### config.mk
export PLATFORM = sky130hd
export DESIGN_NAME = index_free_list_allocator_core
export DESIGN_NICKNAME = d
export VERILOG_FILES = /design/src/design/ifla_pkg.sv /design/src/design/ifla_ram.sv /design/src/design/index_free_list_allocator_core.sv
export SDC_FILE = /design/constraint.sdc
export NUM_CORES = 2
export LEC_CHECK = 0
export BUFFER_PORTS_ARGS = -buffer_cell sky130_fd_sc_hd__buf_2
export CORE_ASPECT_RATIO = 0.8
export CORE_MARGIN = 1
export CORE_UTILIZATION = 60
export CTS_CLUSTER_DIAMETER = 60
export DETAILED_ROUTE_END_ITERATION = 7
export PLACE_DENSITY = 0.76
export SYNTH_ARGS = -nofsm -noshare
export SYNTH_HDL_FRONTEND = slang
export SYNTH_SLANG_ARGS = --single-unit
### constraint.sdc
create_clock -name clk -period 9.71 [get_ports clk]
set_input_delay 0.971 -clock clk [delete_from_list [all_inputs] [get_ports clk]]
set_output_delay 0.971 -clock clk [all_outputs]
set_load 0.005 [all_outputs]
### src/design/ifla_pkg.sv
// Shared constants, codes and types for the index free list allocator.
package ifla_pkg;

	localparam int ENTRIES_DEF   = 64;
	localparam int MAX_GRANT_DEF = 8;
	localparam int RESULT_CAP    = 8;

	localparam int CMD_W      = 1;
	localparam int COUNT_W    = 4;
	localparam int TAG_W      = 16;
	localparam int SLOT_W     = 6;
	localparam int STATUS_W   = 2;
	localparam int FREE_OUT_W = 7;

	typedef enum logic [CMD_W-1:0] {
		CMD_ALLOC   = 1'b0,
		CMD_RELEASE = 1'b1
	} cmd_t;

	typedef enum logic [STATUS_W-1:0] {
		STATUS_OK       = 2'd0,
		STATUS_NO_SPACE = 2'd1,
		STATUS_NOT_HELD = 2'd2
	} status_t;

	typedef enum logic [1:0] {
		ST_IDLE,
		ST_ALLOC,
		ST_REL,
		ST_FAIL
	} state_t;

endpackage

### src/design/ifla_ram.sv
// Generic simple dual-port RAM, one write and one registered read per cycle.
module ifla_ram #(
	parameter int WIDTH = 8,
	parameter int DEPTH = 64
) (
	input  logic                     clk,
	input  logic                     we,
	input  logic [$clog2(DEPTH)-1:0] waddr,
	input  logic [WIDTH-1:0]         wdata,
	input  logic                     re,
	input  logic [$clog2(DEPTH)-1:0] raddr,
	output logic [WIDTH-1:0]         rdata
);

	logic [WIDTH-1:0] mem_q [DEPTH];
	logic [WIDTH-1:0] rdata_q;

	always_ff @(posedge clk) begin
		if (we) begin
			mem_q[waddr] <= wdata;
		end
		if (re) begin
			rdata_q <= mem_q[raddr];
		end
	end

	assign rdata = rdata_q;

endmodule

### src/design/index_free_list_allocator_core.sv
// Top level of the index free list allocator: link RAM, slot RAM and sequencer.
// Allocate of N slots: N results, one per slot, each granted from the list head
// (one link RAM read per slot, chained straight off the registered read data).
// Release: slot RAM read, then write back and result. Failed allocate: result from ST_FAIL.
// A waiting result sits in the output register while the next transaction is taken.
// Reset is asynchronous; no clearing pass: a fill count stands in for the initial
// links and held bits, so the block can take a transaction as soon as reset is released.
module index_free_list_allocator_core #(
	parameter int ENTRIES   = ifla_pkg::ENTRIES_DEF,
	parameter int MAX_GRANT = ifla_pkg::MAX_GRANT_DEF
) (
	input  logic                          clk,
	input  logic                          arst_n,
	// request channel
	input  logic                          in_valid,
	output logic                          in_stall,
	input  logic [ifla_pkg::CMD_W-1:0]    command,
	input  logic [ifla_pkg::COUNT_W-1:0]  request_count,
	input  logic [ifla_pkg::TAG_W-1:0]    owner_tag,
	input  logic [ifla_pkg::SLOT_W-1:0]   slot_index,
	// result channel
	output logic                          out_valid,
	input  logic                          out_stall,
	output logic [ifla_pkg::STATUS_W-1:0] status,
	output logic [ifla_pkg::SLOT_W-1:0]   granted_slot,
	output logic [ifla_pkg::TAG_W-1:0]    returned_tag,
	output logic [ifla_pkg::FREE_OUT_W-1:0] free_slots,
	output logic                          last
);

	import ifla_pkg::*;

	localparam int IDX_W     = $clog2(ENTRIES);
	localparam int FILL_W    = $clog2(ENTRIES + 1);
	localparam int CMP_W     = (FILL_W > COUNT_W) ? FILL_W : COUNT_W;
	localparam int GRANT_CAP = (MAX_GRANT < RESULT_CAP) ? MAX_GRANT : RESULT_CAP;
	localparam int SRAM_W    = TAG_W + 1;

	// Successor of an entry in the initial list; the final entry links to zero.
	function automatic logic [IDX_W-1:0] succ(input logic [IDX_W-1:0] idx);
		logic [IDX_W-1:0] nxt;
		if (idx == IDX_W'(ENTRIES - 1)) begin
			nxt = '0;
		end else begin
			nxt = idx + 1'b1;
		end
		return nxt;
	endfunction

	// ------------------------------------------------------------------
	// Control state
	// ------------------------------------------------------------------
	state_t              state_q, state_d;
	logic [IDX_W-1:0]    head_q;      // list head when no link read is pending
	logic                pend_q;      // head comes from the last link read
	logic [FILL_W-1:0]   fill_q;      // entries below this have been handed out once
	logic [FILL_W-1:0]   free_q;
	logic [IDX_W-1:0]    prev_s1;     // entry whose link was read last
	logic                fresh_s1;    // that entry still had its initial link
	logic                out_valid_q;

	// Transaction payload held while it is worked on
	logic [COUNT_W-1:0]  rem_q;
	logic [TAG_W-1:0]    tag_q;
	logic [IDX_W-1:0]    slot_idx_q;
	logic                in_range_q;

	// Output register payload
	status_t             status_q;
	logic [SLOT_W-1:0]   granted_q;
	logic [TAG_W-1:0]    rtag_q;
	logic [FREE_OUT_W-1:0] free_out_q;
	logic                last_q;

	// ------------------------------------------------------------------
	// Memories
	// ------------------------------------------------------------------
	logic                link_we, link_re;
	logic [IDX_W-1:0]    link_waddr, link_wdata, link_raddr, link_rdata;
	logic                slot_we, slot_re;
	logic [IDX_W-1:0]    slot_waddr, slot_raddr;
	logic [SRAM_W-1:0]   slot_wdata, slot_rdata;

	// next_link: written on release only
	ifla_ram #(.WIDTH(IDX_W), .DEPTH(ENTRIES)) u_link_ram (
		.clk   (clk),
		.we    (link_we),
		.waddr (link_waddr),
		.wdata (link_wdata),
		.re    (link_re),
		.raddr (link_raddr),
		.rdata (link_rdata)
	);

	// {held, owner tag}: written on every grant and every good release
	ifla_ram #(.WIDTH(SRAM_W), .DEPTH(ENTRIES)) u_slot_ram (
		.clk   (clk),
		.we    (slot_we),
		.waddr (slot_waddr),
		.wdata (slot_wdata),
		.re    (slot_re),
		.raddr (slot_raddr),
		.rdata (slot_rdata)
	);

	// ------------------------------------------------------------------
	// Effective head. The link RAM only reads while allocating, so its
	// read data holds across output stalls and can feed the head directly.
	// Entries at or above fill_q were never handed out and keep their
	// initial link, which is computed instead of read.
	// ------------------------------------------------------------------
	logic [IDX_W-1:0] link_value, head_eff;
	logic             fresh_now;

	assign link_value = fresh_s1 ? succ(prev_s1) : link_rdata;
	assign head_eff   = pend_q ? link_value : head_q;
	assign fresh_now  = (FILL_W'(head_eff) >= fill_q);

	// ------------------------------------------------------------------
	// Handshake and request checks
	// ------------------------------------------------------------------
	logic in_fire, out_free, alloc_ok, in_range, held_ok;

	assign in_stall = (state_q != ST_IDLE);
	assign in_fire  = in_valid && !in_stall;
	assign out_free = !out_valid_q || !out_stall;

	assign alloc_ok = (request_count != '0)
		&& (request_count <= COUNT_W'(GRANT_CAP))
		&& (CMP_W'(free_q) >= CMP_W'(request_count));

	assign in_range = (32'(slot_index) < 32'(ENTRIES));

	// an entry never handed out is not held, whatever the RAM holds
	assign held_ok = in_range_q && (FILL_W'(slot_idx_q) < fill_q) && slot_rdata[TAG_W];

	// ------------------------------------------------------------------
	// Sequencer
	// ------------------------------------------------------------------
	logic             emit, pop, rel_ok;
	status_t          emit_status;
	logic [SLOT_W-1:0] emit_slot;
	logic [TAG_W-1:0] emit_tag;
	logic             emit_last;

	always_comb begin
		state_d     = state_q;
		emit        = 1'b0;
		emit_status = STATUS_OK;
		emit_slot   = '0;
		emit_tag    = '0;
		emit_last   = 1'b1;
		pop         = 1'b0;
		rel_ok      = 1'b0;
		link_re     = 1'b0;
		link_raddr  = head_eff;
		link_we     = 1'b0;
		link_waddr  = slot_idx_q;
		link_wdata  = head_eff;
		slot_re     = 1'b0;
		slot_raddr  = IDX_W'(slot_index);
		slot_we     = 1'b0;
		slot_waddr  = head_eff;
		slot_wdata  = {1'b1, tag_q};
		unique case (state_q)
			ST_IDLE: begin
				if (in_fire) begin
					if (command == CMD_ALLOC) begin
						state_d = alloc_ok ? ST_ALLOC : ST_FAIL;
					end else begin
						slot_re = 1'b1;
						state_d = ST_REL;
					end
				end
			end
			ST_ALLOC: begin
				// one slot per cycle while the output is not stalled: grant the head, read its link
				if (out_free) begin
					emit      = 1'b1;
					emit_slot = SLOT_W'(head_eff);
					emit_last = (rem_q == COUNT_W'(1));
					pop       = 1'b1;
					link_re   = 1'b1;
					slot_we   = 1'b1;
					if (rem_q == COUNT_W'(1)) begin
						state_d = ST_IDLE;
					end
				end
			end
			ST_REL: begin
				if (out_free) begin
					emit    = 1'b1;
					state_d = ST_IDLE;
					if (held_ok) begin
						emit_tag   = slot_rdata[TAG_W-1:0];
						rel_ok     = 1'b1;
						slot_we    = 1'b1;
						slot_waddr = slot_idx_q;
						slot_wdata = {1'b0, slot_rdata[TAG_W-1:0]};
						link_we    = 1'b1;
					end else begin
						emit_status = STATUS_NOT_HELD;
					end
				end
			end
			ST_FAIL: begin
				if (out_free) begin
					emit        = 1'b1;
					emit_status = STATUS_NO_SPACE;
					state_d     = ST_IDLE;
				end
			end
		endcase
	end

	always_ff @(posedge clk or negedge arst_n) begin
		if (!arst_n) begin
			state_q     <= ST_IDLE;
			head_q      <= '0;
			pend_q      <= 1'b0;
			fill_q      <= '0;
			free_q      <= FILL_W'(ENTRIES);
			fresh_s1    <= 1'b0;
			out_valid_q <= 1'b0;
		end else begin
			state_q <= state_d;
			if (in_fire && (command == CMD_ALLOC) && alloc_ok) begin
				// free count drops at once: every result of the run reports it
				free_q <= free_q - FILL_W'(request_count);
			end else if (rel_ok) begin
				free_q <= free_q + 1'b1;
			end
			if (pop) begin
				pend_q   <= 1'b1;
				fresh_s1 <= fresh_now;
				if (fresh_now) begin
					fill_q <= fill_q + 1'b1;
				end
			end else if (rel_ok) begin
				pend_q <= 1'b0;
				head_q <= slot_idx_q;
			end
			if (out_free) begin
				out_valid_q <= emit;
			end
		end
	end

	// payload registers
	always_ff @(posedge clk) begin
		if (in_fire) begin
			rem_q      <= request_count;
			tag_q      <= owner_tag;
			slot_idx_q <= IDX_W'(slot_index);
			in_range_q <= in_range;
		end else if (pop) begin
			rem_q <= rem_q - 1'b1;
		end
		if (pop) begin
			prev_s1 <= head_eff;
		end
		if (emit) begin
			status_q   <= emit_status;
			granted_q  <= emit_slot;
			rtag_q     <= emit_tag;
			free_out_q <= FREE_OUT_W'(rel_ok ? free_q + 1'b1 : free_q);
			last_q     <= emit_last;
		end
	end

	assign out_valid    = out_valid_q;
	assign status       = status_q;
	assign granted_slot = granted_q;
	assign returned_tag = rtag_q;
	assign free_slots   = free_out_q;
	assign last         = last_q;

	// ------------------------------------------------------------------
	// Assertions
	// ------------------------------------------------------------------
	a_free_bound: assert property (@(posedge clk) disable iff (!arst_n)
		free_q <= FILL_W'(ENTRIES))
		else $error("free count above pool size");

	// entries never handed out are all still on the list; during an allocate
	// run the slots not yet popped are still on it too
	a_untouched_free: assert property (@(posedge clk) disable iff (!arst_n)
		(int'(ENTRIES) - int'(fill_q))
			<= (int'(free_q) + ((state_q == ST_ALLOC) ? int'(rem_q) : 0)))
		else $error("free count below number of untouched entries");

	a_alloc_rem: assert property (@(posedge clk) disable iff (!arst_n)
		(state_q == ST_ALLOC) |-> (rem_q != '0))
		else $error("allocate run with no slots left to grant");

endmodule
After elaboration in Yosys (flattened, before gate mapping). Memories as Yosys holds them, arrays and structs flattened. A register that Yosys moved wholly into a read port is not among the register bits. Index checks and enable logic that the tools add are counted.

Word-level logic and storage cells: 100. Flip-flop bits (word level): 89. Memories: 2. Input bits: 31. Output and inout bits: 34. RAM bits: 1472.

Memory list: u_slot_ram.mem_q (depth 64, width 17, rd ports 1, clocked after Yosys merged registers in 1, wr ports 1, line ifla_ram.sv:15) `logic [WIDTH-1:0] mem_q [DEPTH];`; u_link_ram.mem_q (depth 64, width 6, rd ports 1, clocked after Yosys merged registers in 1, wr ports 1, line ifla_ram.sv:15).

Eq/ne operators: 9. $lt $le $gt $ge: 4. Muxes and demuxes: 40. Bitwise gates (word level): 2. Reductions and logical operators: 22. Add/sub/neg operators: 5.

Operator list (number): $mux W17 (3); $mux W6 (6); $mux W1 (16); $mux W2 (8); $add A7 B1 Y7 const B (2); $mux W7 (2); $mux W4 (2); $ge A6 B7 Y1 (1); $ge A7 B4 Y1 (1); $lt A6 B7 Y1 (1); $sub A7 B4 Y7 (1); $add A6 B1 Y6 const B (1); $eq A6 B6 Y1 const B (1); $logic_and A1 B1 Y1 (6); $ne A2 B2 Y1 const B (3); $pmux W2 S3 (1); $reduce_and A2 Y1 (3); $reduce_bool A2 Y1 (3); $eq A2 B2 Y1 const B (2); $eq A4 B1 Y1 const B (1); $le A4 B4 Y1 const B (1); $pmux W2 S2 (1); $reduce_and A4 Y1 (1); $reduce_bool A4 Y1 (1); other kinds (11) (14).

Longest topological paths before layout.
Depth in word-level cells: 7. Depth in mapped cells: 18. Depth with buffers taken out: 14.

By module. From an unflattened synthesis, not the netlist that was laid out.

Cell total of the unflattened synthesis: 3036. Area total of the unflattened synthesis: 62242.2 µm².

Modules (own cells, without submodules): ifla_ram at u_slot_ram (sequential area each 33181.8 µm², cells an instance 1953, area each 42514.5 µm², instances 1); ifla_ram at u_link_ram (sequential area each 11711.2 µm², cells an instance 720, area each 15285.9 µm², instances 1); index_free_list_allocator_core (sequential area each 2548.7 µm², cells an instance 363, area each 4441.8 µm², instances 1).

Least setup slack after synthesis. Ideal clock, no wire load.

Path type: input port to flip-flop. From: input port out_stall. To: memory u_slot_ram.mem_q[0][10] (netlist bit), data pin. Data required time: 9361 ps. Library setup time: 349 ps. Path buffers: 2. Data arrival time: 3741 ps. Stages on the path: 7. Path slack: 5620 ps. Cell sequence: nand2_1 > nand3_1 > a21oi_1 > inv_2 > clkbuf_1 > clkbuf_1 > a21o_1.

Longest elaborated chain between the ends: 4.

Ends and longest elaborated chain: start, declared (line index_free_list_allocator_core.sv:23) `input logic out_stall,`; $logic_not A1 Y1 (line index_free_list_allocator_core.sv:126) `assign out_free = !out_valid_q || !out_stall;`; $logic_or A1 B1 Y1 (line index_free_list_allocator_core.sv:126); $mux W17 (line index_free_list_allocator_core.sv:191) `if (out_free) begin`; $mux W17 (line index_free_list_allocator_core.sv:165) `unique case (state_q)`; net slot_wdata[10] (line index_free_list_allocator_core.sv:82) `logic [SRAM_W-1:0] slot_wdata, slot_rdata;`; end, declared (line ifla_ram.sv:15).

The timed path passes the listed nets, and every way through them passes these cells.

Worst setup path after layout.
From: register slot_idx_q[4] (netlist: link_waddr[4]). To: memory u_slot_ram.mem_q[47][15] (netlist bit) (enable).

Longest elaborated chain between the ends: 7. Elaborated cells between the ends (all ways): 10. Those cells by class: 1 x order compare; 8 x mux; 1 x reduce/logical.

Ends and longest elaborated chain: start, declared (line index_free_list_allocator_core.sv:65) `logic [IDX_W-1:0] slot_idx_q;`; start signal, assigned (line index_free_list_allocator_core.sv:254) `slot_idx_q <= IDX_W'(slot_index);`; $lt A6 B7 Y1 (line index_free_list_allocator_core.sv:135) `assign held_ok = in_range_q && (FILL_W'(slot_idx_q) < fill_q) && slot_rdata[TAG_W];`; $logic_and A1 B1 Y1 (line index_free_list_allocator_core.sv:135); $mux W1 (line index_free_list_allocator_core.sv:194) `if (held_ok) begin`; $mux W1 (line index_free_list_allocator_core.sv:191); $pmux W1 S2 (line index_free_list_allocator_core.sv:165); $mux W1 (line ifla_ram.sv:19) `if (we) begin`; $mux W1 (implied by the code) (line ifla_ram.sv:20) `mem_q[waddr] <= wdata;`.

Several ways; a longest one is shown, not always the timed one.

==> reports/metrics.yaml <==
placement:
  port_buffers: 64
  placed_area_um2: 63900
  dp_cells: 4486
  gp_congestion: 0.876
  hpwl_um: 84800
worst_setup_path:
  r2r_end: "u_slot_ram.mem_q[47][15]$_DFFE_PP_"
  cp.required_ns: 10.06
  r2r-start: "link_waddr[4]$_DFFE_PP_"
  start_kind: "flop"
  end_kind: "flop"
  critPathLaunch: "link_waddr[4]$_DFFE_PP_"
  crit_type: "reg2reg"
  r2r_slack_ns: 4.00
  cp_max_fo: 29
  cp-endpoint: "u_slot_ram.mem_q[47][15]$_DFFE_PP_"
  r2r_cells: 9
  arrival_ns: 6.06
timing:
  setup_violations: 0
  finClkSkew_ns: 0.0243
  hold_viol_final: 0
  finalMaxSlewViolations: 0
  setup-tns-final_ns: 0
  period_minus_slack_ns: 5.71
  slew_headroom_pct: 7.54
  tightest_slew_ns: 1.39
  fmax_mhz: 175
  finalCritPeriodShare_pct: 58.8
  rsz0062_at_grt: "false"
logic_synthesis:
  async_flop_share_pct: 1.58
  synth_common_cells: "edfxtp_1 (1559), mux4_2 (357), nand2_1 (331), nor2_1 (163), a21oi_1 (157)"
  yosysTopAreaCell: "edfxtp_1"
  synth_cell_types: 61
  synthesis.nets: 3246
  yosysWarnings: 0
  seq_area_frac_synth_pct: 76.6
  synth_flop_cell: "edfxtp_1"
  ys_ff_latch: 1584
  yosysMostFrequentCell: "edfxtp_1"
  synth_cells: 3192
  syn_avg_cell_area_um2: 19.4
  ys_top_cells_by_area: "edfxtp_1 (76%), mux4_2 (13%), nand2_1 (2.0%)"
  synth_top_area_share_pct: 75.6
  synth_edf_count: 1559
  synth_area_um2: 61900
clocking:
  clk_latency_ns: 0.75
  cts_resized: 0
  htreeDepth: 4
  numCtsBuffers: 148
  postCtsSetupBuffers: 0
  cts_max_path_buffers: 3
  cts_tree: "done"
  cts.sinks: 1584
  postCtsHoldBufs: 0
  root_buffer: "clkbuf_16"
  path_clk_slew_ns: 0.06
layout:
  fin_area_um2: 68500
  syn2layout_area_growth_pct: 10.6
  nets: 3353
  nFillCells: 6240
  instances_no_fill: 4753
  drive_gt1_share_pct: 22.4
detailed_routing:
  routed_wl_um: 149000
  drtPass1Iterations: 6
  wl_per_cell_um: 31.3
  drtAntennaViolNets: 0
  drt_first_iter_violations: 5027
  routed_via_density: 6.84
  drc: 0
  num_vias: 32500
grt:
  antenna_found_initial: 8
  grt_pass1_vias: 32000
  grt_pass1_wl_um: 216000
  grt_max_degree: 152
  grt_use_total_pct: 28.8
  grt.overflow.total: 0
flow_run:
  drv_cap: 0
die:
  row_count: 105
  die_x_um: 361
  die_h_um: 289
  ios: 65
  core-area_um2: 102000
  die_area_um2: 105000
  initial_core_util_pct: 60.4
power_and_ir_drop:
  p_leak_nw: 21.9
  peakVddDrop_mv: 0.336
  fin_total_pwr_mw: 18.5
  power_density_nw_per_um2: 270
outcome:
  status: "complete, no violations"
hold_path:
  hold_path_class: "in2async"
[placed cells by master, fill, tap and decap left out, types with 5 or more instances in the layout]
master	n
nor2_2	27
a22oi_1	6
clkbuf_16	150
o21ai_1	13
and2_1	19
xor2_1	5
a311oi_1	48
ha_1	22
nand2_1	331
a21o_1	8
edfxtp_1	1559
o21ai_0	42
inv_6	7
clkbuf_1	30
nand3_1	27
nor3_1	6
mux2_2	16
a21o_2	13
clkinv_1	35
bufinv_16	9
clkinv_2	20
nand2b_1	6
and3_1	50
xnor2_1	16
mux2i_1	6
mux4_2	357
buf_2	60
buf_4	63
dfrtp_1	24
o221ai_1	7
a21oi_1	155
o22ai_1	26
clkinvlp_4	10
inv_1	26
nor2_1	137
nand4_1	17
[how the worst min path moves through the flow]
| stage | from | endpoint | slack [ns] |
|---|---|---|---|
| after floorplan | fill_q[6]$_DFFE_PN0P_ | fill_q[6]$_DFFE_PN0P_ | 0.44 |
| after global placement | fill_q[6]$_DFFE_PN0P_ | fill_q[6]$_DFFE_PN0P_ | 0.46 |
| after detailed placement | fill_q[6]$_DFFE_PN0P_ | fill_q[6]$_DFFE_PN0P_ | 0.46 |
| after CTS | arst_n | pend_q$_DFFE_PN0P_ | 0.26 |
| after global routing | arst_n | pend_q$_DFFE_PN0P_ | 0.31 |
| final | arst_n | fill_q[4]$_DFFE_PN0P_ | 0.29 |
[state kept, by name (all words and copies together), names as in the netlist, 7 cells and up]
signal,flops
u_slot_ram.mem_q,1088
free_slots,7
returned_tag,16
free_q,7
fill_q,7
tag_q,16
u_link_ram.mem_q,384
u_slot_ram.rdata,17
[worst max-delay path: stages, from the launching register on]
cell,delay [ns]
edfxtp_1,0.57
ha_1,0.38
a21o_1,0.17
a21oi_1,0.14
o21ai_1,0.16
a21oi_4,0.91
clkinv_2,0.75
a21boi_2,0.57
nand3_1,0.54
nor2_2,1.10
[report_power, final]
group | leakage [nW] | switching (mW) | internal [mW]
Combinational | 5.32 | 3.15 | 1.03
Sequential | 14.4 | 0.129 | 8.60
Clock | 2.22 | 2.47 | 3.10
[per-stage QoR]
stage	utilization, %	setup WS (ns)	hold WS [ns]
after CTS	66.8	4.20	0.263
final	66.8	4.00	0.289
after global routing	66.8	3.86	0.311
after detailed placement	62.3	4.14	0.457
after floorplan	-	5.62	0.439
after global placement	62.3	4.35	0.461
[per-layer routing]
metal  wire [um]  vias to the layer above  share of wire (%)  track usage, %
li1            -                    13100                  -               -
met1       57100                    16700                 38            41.6
met2       68700                     2395                 46            43.7
met3       18700                      290                 13            7.91
met4        4170                        8                2.8            8.87
met5          61                        -              0.041               0
[layout make-up]
cell class              instances  area, um2  share of cell area, %
inverters                      33        135                  0.197
well taps                    1337       1670                   2.44
diodes                          1       2.50                0.00365
clock buffers                 181       3880                   5.67
repair buffers                128        863                   1.26
clock inverters                85        722                   1.05
flip-flops and latches       1584      47400                   69.3
multi-input cells            1404      13800                   20.1
[logic make-up after synthesis]
group | Yosys count | synth area share, %
adders and majority gates | 26 | 0.533
DFF | 1584 | 76.6
and+or+nand+nor | 637 | 4.44
AOI/OAI and AO/OA | 339 | 3.36
xor gates and xnor gates | 21 | 0.297
muxes | 381 | 13.4
buffers and inverters | 204 | 1.38
(Power assumes the default switching activity.)
